`config.mk`:
```
export PLATFORM = sky130hd
export DESIGN_NAME = led_frame_gamma_dither
export DESIGN_NICKNAME = d
export VERILOG_FILES = /design/src/sv/lfgd_pkg.sv /design/src/sv/lfgd_div.sv /design/src/sv/lfgd_front.sv /design/src/sv/lfgd_fifo.sv /design/src/sv/lfgd_back.sv /design/src/sv/led_frame_gamma_dither.sv
export VERILOG_INCLUDE_DIRS = /design/src /design/src/sv
export SDC_FILE = /design/constraint.sdc
export NUM_CORES = 2
export LEC_CHECK = 0
export ABC_AREA = 1
export BUFFER_PORTS_ARGS = -buffer_cell sky130_fd_sc_hd__buf_2
export CORE_UTILIZATION = 45
export DETAILED_ROUTE_END_ITERATION = 10
export HOLD_SLACK_MARGIN = 0.15
export SYNTH_ARGS = -nofsm -noshare
export SYNTH_HDL_FRONTEND = slang
export SYNTH_HIERARCHICAL = 1
export SYNTH_SLANG_ARGS = --single-unit
export TNS_END_PERCENT = 1
```
`constraint.sdc`:
```
create_clock -name clk_i -period 7.2 [get_ports clk_i]
set_input_delay 0.72 -clock clk_i [delete_from_list [all_inputs] [get_ports clk_i]]
set_output_delay 0.72 -clock clk_i [all_outputs]
set_load 0.02 [all_outputs]
```
`src/sv/assert_macros.svh`:
```
// ----------------------------------------------------------------------------
// assert_macros.svh
// concurrent assertion helpers, clocked on clk_i with active-low rst_ni
// ----------------------------------------------------------------------------
`ifndef ASSERT_MACROS_SVH
`define ASSERT_MACROS_SVH

`ifndef SYNTHESIS

// checked only outside reset
`define LFGD_ASSERT(name, prop, msg) \
  name: assert property (@(posedge clk_i) disable iff (!rst_ni) (prop)) \
    else $error(msg);

// checked at every edge, reset included
`define LFGD_ASSERT_ALWAYS(name, prop, msg) \
  name: assert property (@(posedge clk_i) (prop)) else $error(msg);

`else

`define LFGD_ASSERT(name, prop, msg)
`define LFGD_ASSERT_ALWAYS(name, prop, msg)

`endif

`endif

```
`src/sv/lfgd_pkg.sv`:
```
// ----------------------------------------------------------------------------
// lfgd_pkg
// shared types, constants and the gamma table of the led frame renderer
// ----------------------------------------------------------------------------
`default_nettype none

package lfgd_pkg;

  localparam int PIXEL_COUNT  = 3;
  localparam int FITTED_COUNT = 3;
  localparam int LEVEL_COUNT  = 3;
  localparam int QUEUE_DEPTH  = 2;

  localparam int APB_ADDR_W = 5;
  localparam int APB_DATA_W = 32;

  localparam int DIV_NUM_W = 24;
  localparam int DIV_DEN_W = 16;
  localparam int DIV_Q_W   = 8;

  localparam logic [8:0]  DT_MAX      = 9'd500;
  localparam logic [15:0] AVG_RESET   = 16'd256;
  localparam logic [7:0]  FACTOR_MIN  = 8'd20;
  localparam logic [7:0]  FACTOR_MAX  = 8'd255;
  localparam logic [7:0]  FACTOR_SPAN = 8'd235;
  localparam logic [7:0]  DARK_LIMIT  = 8'd12;
  localparam logic [15:0] ROUND_HALF  = 16'd128;
  // ceil(2^32 / 255), exact quotient for every 24-bit dividend
  localparam logic [24:0] RECIP_255   = 25'd16843010;

  localparam logic [7:0]  USER_RESET     = 8'd255;
  localparam logic [15:0] WIN_LOW_RESET  = 16'd0;
  localparam logic [15:0] WIN_HIGH_RESET = 16'd4095;
  localparam logic [8:0]  FRAME_IV_RESET = 9'd16;
  localparam logic [8:0]  DITHER_RESET   = 9'd33;

  typedef enum logic [2:0] {
    REG_USER_BRIGHTNESS = 3'd0,
    REG_WINDOW_LOW      = 3'd1,
    REG_WINDOW_HIGH     = 3'd2,
    REG_FRAME_INTERVAL  = 3'd3,
    REG_DITHER_MAX      = 3'd4
  } cfg_reg_e;

  typedef enum logic [2:0] {
    FE_IDLE,
    FE_INTERVAL,
    FE_AVERAGE,
    FE_RANGE,
    FE_DIVIDE,
    FE_SCALE,
    FE_GAMMA,
    FE_PUSH
  } fe_state_e;

  typedef enum logic [2:0] {
    BE_IDLE,
    BE_MUL1,
    BE_MUL2,
    BE_SCALE,
    BE_EMIT
  } be_state_e;

  typedef enum logic [1:0] {
    AMB_MID,
    AMB_LOW,
    AMB_HIGH
  } amb_class_e;

  typedef struct packed {
    logic [31:0] time_ms;
    logic [15:0] lux_sample;
    logic        night;
    logic        ota_exempt;
    logic [7:0]  colour_red;
    logic [7:0]  colour_green;
    logic [7:0]  colour_blue;
    logic [7:0]  level_top;
    logic [7:0]  level_middle;
    logic [7:0]  level_bottom;
  } frame_word_t;

  typedef struct packed {
    logic [3:0] pixel_index;
    logic [7:0] out_red;
    logic [7:0] out_green;
    logic [7:0] out_blue;
    logic       last_pixel;
  } pixel_word_t;

  typedef struct packed {
    logic [7:0]  user_brightness;
    logic [15:0] window_low;
    logic [15:0] window_high;
    logic [8:0]  frame_interval_ms;
    logic [8:0]  dither_max_interval_ms;
  } cfg_t;

  typedef struct packed {
    logic [7:0] colour_red;
    logic [7:0] colour_green;
    logic [7:0] colour_blue;
    logic [7:0] level_top;
    logic [7:0] level_middle;
    logic [7:0] level_bottom;
    logic [8:0] gamma;
    logic       dither_en;
  } frame_cmd_t;

  typedef logic [255:0][8:0] gamma_lut_t;

  // (floor(65535 * (m/255)^(11/5)) + 128) >> 8, exact integer search
  function automatic logic [8:0] gamma_entry(int unsigned m);
    logic [191:0] lhs;
    logic [191:0] rhs;
    int unsigned  lo;
    int unsigned  hi;
    int unsigned  mid;
    rhs = 192'd1;
    for (int i = 0; i < 11; i++) rhs = rhs * 192'(m);
    for (int i = 0; i < 5; i++) rhs = rhs * 192'd65535;
    lo = 0;
    hi = 65535;
    for (int s = 0; s < 17; s++) begin
      if (lo < hi) begin
        mid = (lo + hi + 1) >> 1;
        lhs = 192'd1;
        for (int i = 0; i < 5; i++) lhs = lhs * 192'(mid);
        for (int i = 0; i < 11; i++) lhs = lhs * 192'd255;
        if (lhs <= rhs) begin
          lo = mid;
        end else begin
          hi = mid - 1;
        end
      end
    end
    return 9'((lo + 128) >> 8);
  endfunction

  function automatic gamma_lut_t build_gamma();
    gamma_lut_t lut;
    for (int m = 0; m < 256; m++) lut[m] = gamma_entry(m);
    return lut;
  endfunction

  localparam gamma_lut_t GAMMA_LUT = build_gamma();

endpackage

`default_nettype wire

```
`src/sv/lfgd_div.sv`:
```
// ----------------------------------------------------------------------------
// lfgd_div
// restoring divider, one quotient bit per cycle, quotient known to fit 8 bits
// ----------------------------------------------------------------------------
`default_nettype none
`include "assert_macros.svh"

module lfgd_div (
  input  wire logic                            clk_i,
  input  wire logic                            rst_ni,
  input  wire logic                            start_i,
  input  wire logic [lfgd_pkg::DIV_NUM_W-1:0]  dividend_i,
  input  wire logic [lfgd_pkg::DIV_DEN_W-1:0]  divisor_i,
  output logic                                 done_o,
  output logic [lfgd_pkg::DIV_Q_W-1:0]         quotient_o
);

  localparam int NumW = lfgd_pkg::DIV_NUM_W;
  localparam int DenW = lfgd_pkg::DIV_DEN_W;
  localparam int QW   = lfgd_pkg::DIV_Q_W;
  localparam int CntW = $clog2(QW);

  logic            busy_q;
  logic            done_q;
  logic [CntW-1:0] cnt_q;
  logic [DenW-1:0] rem_q;
  logic [DenW-1:0] den_q;
  logic [QW-1:0]   bits_q;
  logic [DenW:0]   trial;
  logic            ge;

  assign trial = {rem_q, bits_q[QW-1]};
  assign ge    = trial >= {1'b0, den_q};

  always_ff @(posedge clk_i or negedge rst_ni) begin
    if (!rst_ni) begin
      busy_q <= 1'b0;
      done_q <= 1'b0;
      cnt_q  <= '0;
    end else begin
      done_q <= 1'b0;
      if (start_i) begin
        busy_q <= 1'b1;
        cnt_q  <= '0;
      end else if (busy_q) begin
        cnt_q <= cnt_q + 1'b1;
        if (cnt_q == CntW'(QW - 1)) begin
          busy_q <= 1'b0;
          done_q <= 1'b1;
        end
      end
    end
  end

  // dividend low bits shift out while quotient bits shift in
  always_ff @(posedge clk_i) begin
    if (start_i) begin
      rem_q  <= dividend_i[NumW-1:QW];
      bits_q <= dividend_i[QW-1:0];
      den_q  <= divisor_i;
    end else if (busy_q) begin
      rem_q  <= ge ? DenW'(trial - {1'b0, den_q}) : trial[DenW-1:0];
      bits_q <= {bits_q[QW-2:0], ge};
    end
  end

  assign done_o     = done_q;
  assign quotient_o = bits_q;

  `LFGD_ASSERT(a_start_when_idle, start_i |-> !busy_q, "divider restarted while busy")
  `LFGD_ASSERT(a_quotient_fits, start_i |-> (dividend_i[NumW-1:QW] < divisor_i),
               "divider quotient would overflow")

endmodule

`default_nettype wire

```
`src/sv/lfgd_front.sv`:
```
// ----------------------------------------------------------------------------
// lfgd_front
// takes a frame, tracks the interval average, works out the gamma level and dither enable
// ----------------------------------------------------------------------------
`default_nettype none

module lfgd_front (
  input  wire logic                  clk_i,
  input  wire logic                  rst_ni,
  input  wire lfgd_pkg::cfg_t        cfg_i,
  input  wire logic                  in_valid_i,
  output logic                       in_ready_o,
  input  wire lfgd_pkg::frame_word_t in_word_i,
  output logic                       push_o,
  output lfgd_pkg::frame_cmd_t       cmd_o,
  input  wire logic                  full_i
);

  lfgd_pkg::fe_state_e   state_q, state_d;
  lfgd_pkg::frame_word_t item_q, item_d;
  lfgd_pkg::amb_class_e  class_q, class_d;

  logic [31:0] prev_time_q, prev_time_d;
  logic [15:0] avg_q, avg_d;
  logic [8:0]  dt_q, dt_d;
  logic [15:0] diff_q, diff_d;
  logic [23:0] num_q, num_d;
  logic [7:0]  factor_q, factor_d;
  logic [15:0] prod_q, prod_d;
  logic        dither_q, dither_d;
  logic [8:0]  gamma_q, gamma_d;

  logic        div_start;
  logic        div_done;
  logic [7:0]  div_quot;
  logic [15:0] div_den;

  logic [31:0] delta;
  logic [31:0] dt_raw;
  logic [15:0] target;
  logic [7:0]  user_eff;
  logic [16:0] scaled;
  logic [7:0]  master;

  assign div_den = cfg_i.window_high - cfg_i.window_low;

  lfgd_div u_div (
    .clk_i      (clk_i),
    .rst_ni     (rst_ni),
    .start_i    (div_start),
    .dividend_i (num_q),
    .divisor_i  (div_den),
    .done_o     (div_done),
    .quotient_o (div_quot)
  );

  always_ff @(posedge clk_i or negedge rst_ni) begin
    if (!rst_ni) begin
      state_q     <= lfgd_pkg::FE_IDLE;
      prev_time_q <= '0;
      avg_q       <= lfgd_pkg::AVG_RESET;
    end else begin
      state_q     <= state_d;
      prev_time_q <= prev_time_d;
      avg_q       <= avg_d;
    end
  end

  always_ff @(posedge clk_i) begin
    item_q   <= item_d;
    class_q  <= class_d;
    dt_q     <= dt_d;
    diff_q   <= diff_d;
    num_q    <= num_d;
    factor_q <= factor_d;
    prod_q   <= prod_d;
    dither_q <= dither_d;
    gamma_q  <= gamma_d;
  end

  always_comb begin
    state_d     = state_q;
    item_d      = item_q;
    class_d     = class_q;
    prev_time_d = prev_time_q;
    avg_d       = avg_q;
    dt_d        = dt_q;
    diff_d      = diff_q;
    num_d       = num_q;
    factor_d    = factor_q;
    prod_d      = prod_q;
    dither_d    = dither_q;
    gamma_d     = gamma_q;
    in_ready_o  = 1'b0;
    push_o      = 1'b0;
    div_start   = 1'b0;

    delta    = item_q.time_ms - prev_time_q;
    dt_raw   = (prev_time_q == '0) ? 32'(cfg_i.frame_interval_ms) : delta;
    target   = {3'b000, dt_q, 4'b0000};
    user_eff = (cfg_i.user_brightness == '0) ? 8'd1 : cfg_i.user_brightness;
    // x / 255 for any x up to 65534, which covers every byte product
    scaled   = (17'(prod_q) + 17'(prod_q[15:8]) + 17'd1) >> 8;
    master   = scaled[7:0];
    if (item_q.night && !item_q.ota_exempt && master > lfgd_pkg::DARK_LIMIT) begin
      master = lfgd_pkg::DARK_LIMIT;
    end

    unique case (state_q)
      lfgd_pkg::FE_IDLE: begin
        in_ready_o = 1'b1;
        if (in_valid_i) begin
          item_d  = in_word_i;
          state_d = lfgd_pkg::FE_INTERVAL;
        end
      end
      lfgd_pkg::FE_INTERVAL: begin
        dt_d        = (dt_raw > 32'(lfgd_pkg::DT_MAX)) ? lfgd_pkg::DT_MAX : dt_raw[8:0];
        prev_time_d = (item_q.time_ms == '0) ? 32'd1 : item_q.time_ms;
        diff_d      = item_q.lux_sample - cfg_i.window_low;
        if (item_q.lux_sample >= cfg_i.window_high) begin
          class_d = lfgd_pkg::AMB_HIGH;
        end else if (item_q.lux_sample <= cfg_i.window_low) begin
          class_d = lfgd_pkg::AMB_LOW;
        end else begin
          class_d = lfgd_pkg::AMB_MID;
        end
        state_d = lfgd_pkg::FE_AVERAGE;
      end
      lfgd_pkg::FE_AVERAGE: begin
        if (target >= avg_q) begin
          avg_d = avg_q + ((target - avg_q) >> 2);
        end else begin
          avg_d = avg_q - ((avg_q - target) >> 2);
        end
        num_d   = 24'(diff_q) * 24'(lfgd_pkg::FACTOR_SPAN);
        state_d = lfgd_pkg::FE_RANGE;
      end
      lfgd_pkg::FE_RANGE: begin
        dither_d = avg_q[15:4] <= 12'(cfg_i.dither_max_interval_ms);
        case (class_q)
          lfgd_pkg::AMB_HIGH: begin
            factor_d = lfgd_pkg::FACTOR_MAX;
            state_d  = lfgd_pkg::FE_SCALE;
          end
          lfgd_pkg::AMB_LOW: begin
            factor_d = lfgd_pkg::FACTOR_MIN;
            state_d  = lfgd_pkg::FE_SCALE;
          end
          default: begin
            div_start = 1'b1;
            state_d   = lfgd_pkg::FE_DIVIDE;
          end
        endcase
      end
      lfgd_pkg::FE_DIVIDE: begin
        if (div_done) begin
          factor_d = lfgd_pkg::FACTOR_MIN + div_quot;
          state_d  = lfgd_pkg::FE_SCALE;
        end
      end
      lfgd_pkg::FE_SCALE: begin
        prod_d  = 16'(user_eff) * 16'(factor_q);
        state_d = lfgd_pkg::FE_GAMMA;
      end
      lfgd_pkg::FE_GAMMA: begin
        gamma_d = lfgd_pkg::GAMMA_LUT[master];
        state_d = lfgd_pkg::FE_PUSH;
      end
      lfgd_pkg::FE_PUSH: begin
        if (!full_i) begin
          push_o  = 1'b1;
          state_d = lfgd_pkg::FE_IDLE;
        end
      end
      default: begin
        state_d = lfgd_pkg::FE_IDLE;
      end
    endcase
  end

  always_comb begin
    cmd_o.colour_red   = item_q.colour_red;
    cmd_o.colour_green = item_q.colour_green;
    cmd_o.colour_blue  = item_q.colour_blue;
    cmd_o.level_top    = item_q.level_top;
    cmd_o.level_middle = item_q.level_middle;
    cmd_o.level_bottom = item_q.level_bottom;
    cmd_o.gamma        = gamma_q;
    cmd_o.dither_en    = dither_q;
  end

endmodule

`default_nettype wire

```
`src/sv/lfgd_fifo.sv`:
```
// ----------------------------------------------------------------------------
// lfgd_fifo
// short register queue carrying frame commands from front to back
// ----------------------------------------------------------------------------
`default_nettype none
`include "assert_macros.svh"

module lfgd_fifo (
  input  wire logic                 clk_i,
  input  wire logic                 rst_ni,
  input  wire logic                 push_i,
  input  wire lfgd_pkg::frame_cmd_t data_i,
  output logic                      full_o,
  input  wire logic                 pop_i,
  output lfgd_pkg::frame_cmd_t      data_o,
  output logic                      empty_o
);

  localparam int Depth = lfgd_pkg::QUEUE_DEPTH;
  localparam int PtrW  = (Depth > 1) ? $clog2(Depth) : 1;
  localparam int CntW  = $clog2(Depth + 1);

  lfgd_pkg::frame_cmd_t mem_q [Depth];

  logic [PtrW-1:0] wr_ptr_q;
  logic [PtrW-1:0] rd_ptr_q;
  logic [CntW-1:0] count_q;

  assign full_o  = count_q == CntW'(Depth);
  assign empty_o = count_q == '0;
  assign data_o  = mem_q[rd_ptr_q];

  always_ff @(posedge clk_i or negedge rst_ni) begin
    if (!rst_ni) begin
      wr_ptr_q <= '0;
      rd_ptr_q <= '0;
      count_q  <= '0;
    end else begin
      if (push_i) begin
        wr_ptr_q <= (wr_ptr_q == PtrW'(Depth - 1)) ? '0 : wr_ptr_q + 1'b1;
      end
      if (pop_i) begin
        rd_ptr_q <= (rd_ptr_q == PtrW'(Depth - 1)) ? '0 : rd_ptr_q + 1'b1;
      end
      if (push_i && !pop_i) begin
        count_q <= count_q + 1'b1;
      end else if (pop_i && !push_i) begin
        count_q <= count_q - 1'b1;
      end
    end
  end

  always_ff @(posedge clk_i) begin
    if (push_i) begin
      mem_q[wr_ptr_q] <= data_i;
    end
  end

  `LFGD_ASSERT(a_no_overflow, push_i |-> !full_o, "frame queue overflow")
  `LFGD_ASSERT(a_no_underflow, pop_i |-> !empty_o, "frame queue underflow")

endmodule

`default_nettype wire

```
`src/sv/lfgd_back.sv`:
```
// ----------------------------------------------------------------------------
// lfgd_back
// per-pixel scaling, dither or rounding, and the output word register
// ----------------------------------------------------------------------------
`default_nettype none
`include "assert_macros.svh"

module lfgd_back #(
  parameter int PixelCount  = lfgd_pkg::PIXEL_COUNT,
  parameter int FittedCount = lfgd_pkg::FITTED_COUNT
) (
  input  wire logic                 clk_i,
  input  wire logic                 rst_ni,
  input  wire logic                 empty_i,
  output logic                      pop_o,
  input  wire lfgd_pkg::frame_cmd_t cmd_i,
  output logic                      out_valid_o,
  input  wire logic                 out_ready_i,
  output lfgd_pkg::pixel_word_t     out_word_o
);

  localparam int IdxW = $clog2(PixelCount);

  lfgd_pkg::be_state_e   state_q, state_d;
  lfgd_pkg::frame_cmd_t  cmd_q, cmd_d;
  lfgd_pkg::pixel_word_t out_q, out_d;

  logic [3:0]  pix_q, pix_d;
  logic        out_valid_q, out_valid_d;
  logic [2:0][15:0] p1_q, p1_d;
  logic [2:0][23:0] p2_q, p2_d;
  logic [2:0][15:0] c16_q, c16_d;
  logic [2:0][7:0]  res_q [PixelCount];
  logic [2:0][7:0]  res_new;
  logic [2:0][7:0]  bytes;
  logic [2:0][7:0]  col;
  logic [7:0]       lvl [lfgd_pkg::LEVEL_COUNT];
  logic [7:0]       level;
  logic [IdxW-1:0]  idx;
  logic             last;
  logic             load;
  logic [63:0]      recip_prod [3];
  logic [15:0]      sum [3];

  assign idx  = pix_q[IdxW-1:0];
  assign last = pix_q == 4'(PixelCount - 1);
  assign load = (state_q == lfgd_pkg::BE_EMIT) && (!out_valid_q || out_ready_i);

  always_comb begin
    col[0] = cmd_q.colour_red;
    col[1] = cmd_q.colour_green;
    col[2] = cmd_q.colour_blue;
    lvl[0] = cmd_q.level_top;
    lvl[1] = cmd_q.level_middle;
    lvl[2] = cmd_q.level_bottom;
    level  = (pix_q < 4'(FittedCount)) ? lvl[pix_q[1:0]] : 8'd0;
    for (int k = 0; k < 3; k++) begin
      recip_prod[k] = 64'(p2_q[k]) * 64'(lfgd_pkg::RECIP_255);
      if (cmd_q.dither_en) begin
        sum[k]     = c16_q[k] + 16'(res_q[idx][k]);
        res_new[k] = sum[k][7:0];
      end else begin
        sum[k]     = c16_q[k] + lfgd_pkg::ROUND_HALF;
        res_new[k] = 8'd0;
      end
      bytes[k] = sum[k][15:8];
    end
  end

  always_comb begin
    state_d     = state_q;
    cmd_d       = cmd_q;
    pix_d       = pix_q;
    out_d       = out_q;
    out_valid_d = out_valid_q && !out_ready_i;
    p1_d        = p1_q;
    p2_d        = p2_q;
    c16_d       = c16_q;
    pop_o       = 1'b0;

    unique case (state_q)
      lfgd_pkg::BE_IDLE: begin
        if (!empty_i) begin
          pop_o   = 1'b1;
          cmd_d   = cmd_i;
          pix_d   = '0;
          state_d = lfgd_pkg::BE_MUL1;
        end
      end
      lfgd_pkg::BE_MUL1: begin
        for (int k = 0; k < 3; k++) p1_d[k] = 16'(col[k]) * 16'(level);
        state_d = lfgd_pkg::BE_MUL2;
      end
      lfgd_pkg::BE_MUL2: begin
        for (int k = 0; k < 3; k++) p2_d[k] = 24'(p1_q[k]) * 24'(cmd_q.gamma);
        state_d = lfgd_pkg::BE_SCALE;
      end
      lfgd_pkg::BE_SCALE: begin
        for (int k = 0; k < 3; k++) c16_d[k] = recip_prod[k][47:32];
        state_d = lfgd_pkg::BE_EMIT;
      end
      lfgd_pkg::BE_EMIT: begin
        if (load) begin
          out_valid_d       = 1'b1;
          out_d.pixel_index = pix_q;
          out_d.out_red     = bytes[0];
          out_d.out_green   = bytes[1];
          out_d.out_blue    = bytes[2];
          out_d.last_pixel  = last;
          if (last) begin
            state_d = lfgd_pkg::BE_IDLE;
          end else begin
            pix_d   = pix_q + 1'b1;
            state_d = lfgd_pkg::BE_MUL1;
          end
        end
      end
      default: begin
        state_d = lfgd_pkg::BE_IDLE;
      end
    endcase
  end

  always_ff @(posedge clk_i or negedge rst_ni) begin
    if (!rst_ni) begin
      state_q     <= lfgd_pkg::BE_IDLE;
      out_valid_q <= 1'b0;
      pix_q       <= '0;
      for (int i = 0; i < PixelCount; i++) res_q[i] <= '0;
    end else begin
      state_q     <= state_d;
      out_valid_q <= out_valid_d;
      pix_q       <= pix_d;
      if (load) begin
        res_q[idx] <= res_new;
      end
    end
  end

  always_ff @(posedge clk_i) begin
    cmd_q <= cmd_d;
    out_q <= out_d;
    p1_q  <= p1_d;
    p2_q  <= p2_d;
    c16_q <= c16_d;
  end

  assign out_valid_o = out_valid_q;
  assign out_word_o  = out_q;

  `LFGD_ASSERT(a_residue_cleared, (load && !cmd_q.dither_en) |=> (res_q[$past(idx)] == '0),
               "residue not cleared while dither off")
  `LFGD_ASSERT(a_pixel_in_range, (state_q != lfgd_pkg::BE_IDLE) |-> (pix_q <= 4'(PixelCount - 1)),
               "pixel counter past end of chain")

endmodule

`default_nettype wire

```
`src/sv/led_frame_gamma_dither.sv`:
```
// ----------------------------------------------------------------------------
// led_frame_gamma_dither
// ambient-scaled, night-limited, gamma-corrected led column renderer with
// temporal dither
// ----------------------------------------------------------------------------
// one frame word enters on in_valid_i/in_ready_o; PixelCount pixel words
// leave on out_valid_o/out_ready_i, pixel 0 first, last_pixel set on the final
// one. registers sit on an apb port at 4*index; the user makes writes
// only while idle, which the block itself does not enforce. the front takes
// a new frame only once it has pushed the last; inside the window it waits
// on the 8-step divider, outside it does not divide. the back fetches a frame
// and then runs MUL1, MUL2, SCALE and EMIT for each pixel; a two-entry queue
// sits between the two. after reset the interval average holds 256, no frame
// has been seen and all dither residues are zero; the block accepts at once.
// a stalled receiver holds the output register, the back then waits and the
// queue fills, after which the front stops taking frames.
// ----------------------------------------------------------------------------
`default_nettype none

module led_frame_gamma_dither #(
  parameter int PixelCount  = lfgd_pkg::PIXEL_COUNT,
  parameter int FittedCount = lfgd_pkg::FITTED_COUNT
) (
  input  wire logic                                  clk_i,
  input  wire logic                                  rst_ni,
  input  wire logic                                  in_valid_i,
  output logic                                       in_ready_o,
  input  wire lfgd_pkg::frame_word_t                 in_word_i,
  output logic                                       out_valid_o,
  input  wire logic                                  out_ready_i,
  output lfgd_pkg::pixel_word_t                      out_word_o,
  input  wire logic                                  psel,
  input  wire logic                                  penable,
  input  wire logic                                  pwrite,
  input  wire logic [lfgd_pkg::APB_ADDR_W-1:0]       paddr,
  input  wire logic [lfgd_pkg::APB_DATA_W-1:0]       pwdata,
  output logic [lfgd_pkg::APB_DATA_W-1:0]            prdata,
  output logic                                       pready
);

  lfgd_pkg::cfg_t       cfg_q;
  lfgd_pkg::cfg_reg_e   reg_sel;
  lfgd_pkg::frame_cmd_t push_cmd;
  lfgd_pkg::frame_cmd_t pop_cmd;

  logic wr_en;
  logic push;
  logic pop;
  logic full;
  logic empty;

  assign pready  = 1'b1;
  assign wr_en   = psel && penable && pwrite && pready;
  assign reg_sel = lfgd_pkg::cfg_reg_e'(paddr[lfgd_pkg::APB_ADDR_W-1:2]);

  always_ff @(posedge clk_i or negedge rst_ni) begin
    if (!rst_ni) begin
      cfg_q.user_brightness        <= lfgd_pkg::USER_RESET;
      cfg_q.window_low             <= lfgd_pkg::WIN_LOW_RESET;
      cfg_q.window_high            <= lfgd_pkg::WIN_HIGH_RESET;
      cfg_q.frame_interval_ms      <= lfgd_pkg::FRAME_IV_RESET;
      cfg_q.dither_max_interval_ms <= lfgd_pkg::DITHER_RESET;
    end else if (wr_en) begin
      unique case (reg_sel)
        lfgd_pkg::REG_USER_BRIGHTNESS: cfg_q.user_brightness        <= pwdata[7:0];
        lfgd_pkg::REG_WINDOW_LOW:      cfg_q.window_low             <= pwdata[15:0];
        lfgd_pkg::REG_WINDOW_HIGH:     cfg_q.window_high            <= pwdata[15:0];
        lfgd_pkg::REG_FRAME_INTERVAL:  cfg_q.frame_interval_ms      <= pwdata[8:0];
        lfgd_pkg::REG_DITHER_MAX:      cfg_q.dither_max_interval_ms <= pwdata[8:0];
        default: begin
        end
      endcase
    end
  end

  always_comb begin
    unique case (reg_sel)
      lfgd_pkg::REG_USER_BRIGHTNESS: prdata = 32'(cfg_q.user_brightness);
      lfgd_pkg::REG_WINDOW_LOW:      prdata = 32'(cfg_q.window_low);
      lfgd_pkg::REG_WINDOW_HIGH:     prdata = 32'(cfg_q.window_high);
      lfgd_pkg::REG_FRAME_INTERVAL:  prdata = 32'(cfg_q.frame_interval_ms);
      lfgd_pkg::REG_DITHER_MAX:      prdata = 32'(cfg_q.dither_max_interval_ms);
      default:                       prdata = '0;
    endcase
  end

  lfgd_front u_front (
    .clk_i      (clk_i),
    .rst_ni     (rst_ni),
    .cfg_i      (cfg_q),
    .in_valid_i (in_valid_i),
    .in_ready_o (in_ready_o),
    .in_word_i  (in_word_i),
    .push_o     (push),
    .cmd_o      (push_cmd),
    .full_i     (full)
  );

  lfgd_fifo u_fifo (
    .clk_i   (clk_i),
    .rst_ni  (rst_ni),
    .push_i  (push),
    .data_i  (push_cmd),
    .full_o  (full),
    .pop_i   (pop),
    .data_o  (pop_cmd),
    .empty_o (empty)
  );

  lfgd_back #(
    .PixelCount  (PixelCount),
    .FittedCount (FittedCount)
  ) u_back (
    .clk_i       (clk_i),
    .rst_ni      (rst_ni),
    .empty_i     (empty),
    .pop_o       (pop),
    .cmd_i       (pop_cmd),
    .out_valid_o (out_valid_o),
    .out_ready_i (out_ready_i),
    .out_word_o  (out_word_o)
  );

endmodule

`default_nettype wire
```
Word level (Yosys, flattened, before mapping)
Memory sizes are Yosys's and may differ from the RTL's. A register that Yosys moved wholly into a read port is not among the register bits.
Index checks and enable logic that the tools add are counted.
{ "classes": {"addsub": 23, "n_mul": 11, "magnitude_cmp": 10, "eq_ne": 27, "muxes": 67, "bitwise": 2, "reduce_logical": 39} }
{ "op_table": {"columns": ["op", "count"], "rows": [
  ["$mul 24x24->47 const B", 3],
  ["$mux 16", 7],
  ["$mux 8", 11],
  ["$pmux 16 s5", 1],
  ["$bwmux 72", 1],
  ["$mul 16x9->24", 3],
  ["$mux 24", 3],
  ["$add 16x8->16", 4],
  ["$logic_not 32->1", 2],
  ["$mul 8x8->16", 4],
  ["$mux 32", 2],
  ["$add 16x8->16 const B", 3],
  ["$bmux 24 s2", 1],
  ["$demux 24 s2", 1],
  ["$sub 16x16->16", 3],
  ["$gt 32x9->1 const B", 1],
  ["$pmux 8 s2", 2],
  ["$sub 32x32->32", 1],
  ["$mul 16x8->24 const B", 1],
  ["$pmux 3 s8", 1],
  ["$mux 1", 22],
  ["$eq 3x3->1 const B", 7],
  ["$mux 3", 7],
  ["$eq 3x2->1 const B", 6],
  ["45 further kinds", 82]
]} }
{ "totals": {"reg_bits": 609, "mem_bits_rw": 116, "romBits": 2304, "elab_cells": 241, "n_memories": 2} }
{ "memory_table": {"columns": ["memory", "depth", "word_bits", "rd", "rd_ports_with_merged_regs", "wr", "line_no", "text"], "rows": [
  ["(name not given)", 256, 9, 1, 1, 0, "lfgd_front.sv:167", "gamma_d = lfgd_pkg::GAMMA_LUT[master];"],
  ["u_fifo.mem_q", 2, 58, 1, 1, 1, "lfgd_fifo.sv:23", "lfgd_pkg::frame_cmd_t mem_q [Depth];"]
]} }

Longest topological paths before layout
{ "depth": {"word_depth": 7, "depth_mapped": 31, "mapped_depth_nobuf": 30} }

Hierarchy
Netlist, hierarchy kept.
{ "by_module_without_submodules": {"columns": ["mod", "n_inst", "cells_per_inst", "area_each_um2", "seq_area_each_um2"], "rows": [
  ["lfgd_back", 1, 5692, 46318.2, 9659.3],
  ["lfgd_front", 1, 2560, 21149.0, 6772.7],
  ["lfgd_fifo", 1, 206, 4438.0, 3583.4],
  ["lfgd_div", 1, 402, 3123.0, 1326.3],
  ["led_frame_gamma_dither", 1, 356, 2976.6, 1480.2]
]} }

Least setup slack after synthesis
OpenSTA, ideal clock, no wires.
{ "synth_path": {"path_type": "in2reg", "startpoint": "in in_valid_i", "endpoint": "reg u_front.item_q, in the netlist u_front/cmd_o[10] (enable)", "arrival_time_ps": 4805, "required_time_ps": 6645, "slack_ps": 1840, "path_stages": 2, "cell_sequence": "inv_1 -> nor2_1"} }
{ "synth_via": {"elab_chain_cells": 1} }
{ "synth_lines": {"columns": ["item", "line_no", "text"], "rows": [
  ["start, declared", "led_frame_gamma_dither.sv:26", "input wire logic in_valid_i,"],
  ["$reduce_and 2->1 (no line)", null, null],
  ["end signal, assigned", "lfgd_front.sv:70", "item_q <= item_d;"],
  ["end, declared", "lfgd_front.sv:20", "lfgd_pkg::frame_word_t item_q, item_d;"]
]} }
No other way between the ends.
A chain may end at the register's enable or synchronous reset.

Worst setup path in the final report
{ "layout_path": {"startpoint": "reg u_back.pix_q[1]", "endpoint": "reg u_back/p1_q[14] (netlist name) (data pin)"} }
{ "layout_via": {"elab_chain_cells": 6, "elab_cells_between_ends": 7, "cone_classes": "mul (1); order compare (1); mux (4); bitwise (1)"} }
{ "layout_lines": {"columns": ["item", "line_no", "text"], "rows": [
  ["start, declared", "lfgd_back.sv:28", "logic [3:0] pix_q, pix_d;"],
  ["start signal, assigned", "lfgd_back.sv:133", "pix_q <= pix_d;"],
  ["$not 2->3 (implied by the code)", "lfgd_back.sv:56", "level = (pix_q < 4'(FittedCount)) ? lvl[pix_q[1:0]] : 8'd0;"],
  ["$bmux 8 s2", "lfgd_back.sv:56", null],
  ["$mux 8 (implied by the code) (2 in a row)", "lfgd_back.sv:56", null],
  ["$mux 8 (*)", "lfgd_back.sv:56", null],
  ["$mul 8x8->16 (*)", "lfgd_back.sv:91", "for (int k = 0; k < 3; k++) p1_d[k] = 16'(col[k]) * 16'(level);"],
  ["end signal, assigned", "lfgd_back.sv:143", "p1_q <= p1_d;"],
  ["end, declared", "lfgd_back.sv:30", "logic [2:0][15:0] p1_q, p1_d;"]
]} }
Mark *: on every way between the ends. The rest lies on a longest branch, timed or not. The select of a mux whose other input is x is not followed.

==> impl_results.md <==
- Status: finished clean
- Ys flop type: edfxtp_1
- CTS tree: built
- Finished Layout Cells: 11.7k
- Distinct cell type count after synthesis: 73
- Input/output buffers: 170
- Slew headroom: 27.3%
- Post-layout nets: 11.1k
- Max-cap check violation count: 0
- GRT Util Overall: 21.5%
- Setup TNS: 0 ns
- DRT Pass-1 Iters: 5
- Clock skew: 0.111 ns
- Top Ports: 206
- CP Cell Sequence: buf_4 > inv_2 > o21ai_0 > o21ai_1 > nand2_2 > inv_1 > nand2_1 > fa_1 > fa_1 > inv_1 > fa_1 > inv_1 > fa_1 > inv_1 > ha_1 > inv_1 > nor3_1 > nand2_1 > o211ai_1 > nand3_1 > o21ai_1 > xor2_1
- Crit. End Element: flip-flop
- Number of global-route vias before repair: 60.0k
- Reg2reg end: u_back/p1_q[14]
- Synth top cells by count: nand2_1, inv_1, ha_1
- Sequential cell area fraction in the yosys report: 29.3%
- Total CTS buffers: 94
- Mapped Cells: 9216
- CTS max path bufs: 3
- R2r setup slk: 1.17 ns
- Critical path required time: 7.73 ns
- Critical path's slowest cell: inv_2
- Area Overhead vs Synth: 8.78%
- Startpoint types: flip-flop
- Arrival time at the worst endpoint: 6.57 ns
- Critical path peak fanout: 31
- Largest net degree at the start of global routing: 116
- ANT nets after route: 0
- Synthesized flop and latch total: 792
- Final setup fails: 0
- Placed insts: 11.5k
- Share of cells above drive strength 1: 6.14%
- WL final: 186 mm
- Site Rows: 152
- Post-CTS Setup Bufs: 0
- Reg2reg start: u_back/pix_q[1]
- Unrepaired setup endpoints after global routing: false
- DRC Markers: 0
- WHS Path Cells: 3
- Top delay family on crit path: adder cells
- Most numerous cell in the Yosys netlist: nand2_1
- Achievable frequency: 166 MHz
- Top cell type's share of synthesized area: 22.9%
- Worst Path Buf+Inv: 7
- CP dominant cell by count: inv_1
- Post-synth top area cell: edfxtp_1
- Part of the cycle the worst path needs: 83.8%
- Vias/cell: 5.05
- Clk_lat worst skew: 0.78 ns
- Die Height: 418 µm
- Initial antenna violation count: 2
- Initial drt markers: 3518
- Syn. warnings: 6
- Die Footprint: 175000 µm²
- Clock transition at path regs: 0.06 ns
- Core area: 172000 µm²
- Min Tclk post-route: 6.03 ns
- Vias: 59.3k
- Fillers: 16.5k
- H-tree depth: 3
- Fin. Hold Viols: 0
- Post-Syn Area: 78000 µm²
- Clk sink count: 792
- Chip Width: 418 µm
- Final Util: 49.4%
- Slew Limit Fails: 0
- Clock Tree Root: clkbuf_16
- Number of synthesized flops with an enable pin: 594
- WL per Instance: 15.8 µm
- Hold Path End: cfg_q[11]
- Hold WS: 0.204 ns
- First-pass GRT wire length: 306 mm
- Area contributors post-synth: edfxtp_1, ha_1, fa_1
- Worst Max-Slew Pin Slew: 1.09 ns
- Reg2Reg Depth: 22
- Initial Util: 45.4%
- Placer Congestion: 0.925
- Critical path class: reg2reg
- Ys async rst share: 25.0%
- Post-detail-place hpwl: 147 mm
- Worst min path class: in2reg
- Largest stage delay on the critical path: 0.59 ns
- Syn_area_per_cell: 8.46 µm²
- Grt ovf: 0
- Min-delay src: pwdata[2]
==> state kept, by name, summed over array words and instances (netlist names), 24 cells and up <==
name	cells
u_fifo/mem_q	116
u_back/p2_q	72
u_back/res_q	72
cfg_q	58
u_back/cmd_q	58
u_front/item_q	50
u_back/c16_q	48
u_back/p1_q	48
u_front/cmd_o	48
u_front/prev_time_q	32
u_back/out_word_o	29
u_front/num_q	24
==> worst max path at each step <==
stage                          startpoint  slack, ns                 to  cells past startpoint
after floorplan                in_valid_i       1.84  u_front/cmd_o[10]                      2
after global placement    u_back/pix_q[1]       1.13    u_back/p1_q[28]                     21
after detailed placement  u_back/pix_q[1]       1.07    u_back/p1_q[28]                     21
after CTS                 u_back/pix_q[1]       1.16    u_back/p1_q[28]                     21
after global routing      u_back/pix_q[1]       0.82    u_back/p1_q[28]                     21
final                     u_back/pix_q[1]       1.17    u_back/p1_q[14]                     22
==> cell usage in the layout (no fill, tap or decap), drive strengths merged, types with 6 or more instances in the layout <==
master       instances
xor2               177
a21oi              391
dfrtp              174
mux2                58
nand3              309
nor4                25
o21a                20
buf                204
a21boi              17
o21bai              41
a211oi              10
a31oi               39
a21o                40
o211ai              27
xnor2               88
dfstp               24
clkinv              21
nor2               645
inv               1868
nand4               76
nand2             2098
edfxtp             594
o31ai                6
fa                 547
o21ai              476
nand3b              23
dlygate4sd3        103
and2                 7
conb                17
ha                1029
clkbuf             135
nor3                78
or2                 16
==> what timing repair did <==
item	in CTS	in global routing
hold buffers	103	0
gates resized for setup	0	0
hold endpoints to repair	185	0
==> metal layers <==
| layer | vias up | GRT usage [%] | routed length [µm] |
|---|---|---|---|
| li1 | 29572 | - | - |
| met1 | 28321 | 29.3 | 86600 |
| met2 | 1200 | 36.3 | 88000 |
| met3 | 253 | 2.44 | 7320 |
| met4 | 0 | 5.04 | 3990 |
| met5 | - | 0 | 0 |
==> worst register-to-register path: cells and delay by family (launching register included) <==
family,cells,cell delay (ns)
buffers and inverters,7,1.40
XOR/XNOR,1,0.08
flip-flops,1,0.36
AND/OR/NAND/NOR,5,0.80
adder cells (fa/ha/maj),5,2.46
AO/OA/AOI/OAI,4,0.75
==> kinds of logic after synthesis <==
group	count (synthesis)	share of synthesized area, %
muxes	60	0.911
adders and majority gates	1576	30.5
DFF	792	29.3
xor gates and xnor gates	265	2.98
other	2	0.00963
and+or+nand+nor	3286	17.6
AOI/OAI and AO/OA	1094	7.79
buffers and inverters	2141	10.9
==> area by class of cell <==
| type | count | area (µm²) | share of cell area [%] |
|---|---|---|---|
| flip-flops and latches | 792 | 22800 | 26.9 |
| multi-input cells | 6298 | 46800 | 55.1 |
| well taps | 2310 | 2890 | 3.41 |
| clock inverters | 38 | 507 | 0.597 |
| diodes | 1 | 2.50 | 0.00295 |
| repair buffers | 307 | 2170 | 2.56 |
| inverters | 1860 | 6990 | 8.23 |
| clock buffers | 135 | 2700 | 3.18 |
==> through the flow <==
stage	instance area (µm²)	setup slack, ns
floorplan	78100	1.84
global placement	80600	1.13
detailed placement	80600	1.07
CTS	84900	1.16
global route	84900	0.818
finish	84900	1.17
Power is not shown: default switching activity piles up to over one toggle a cycle in this logic, so the estimate is an artifact.
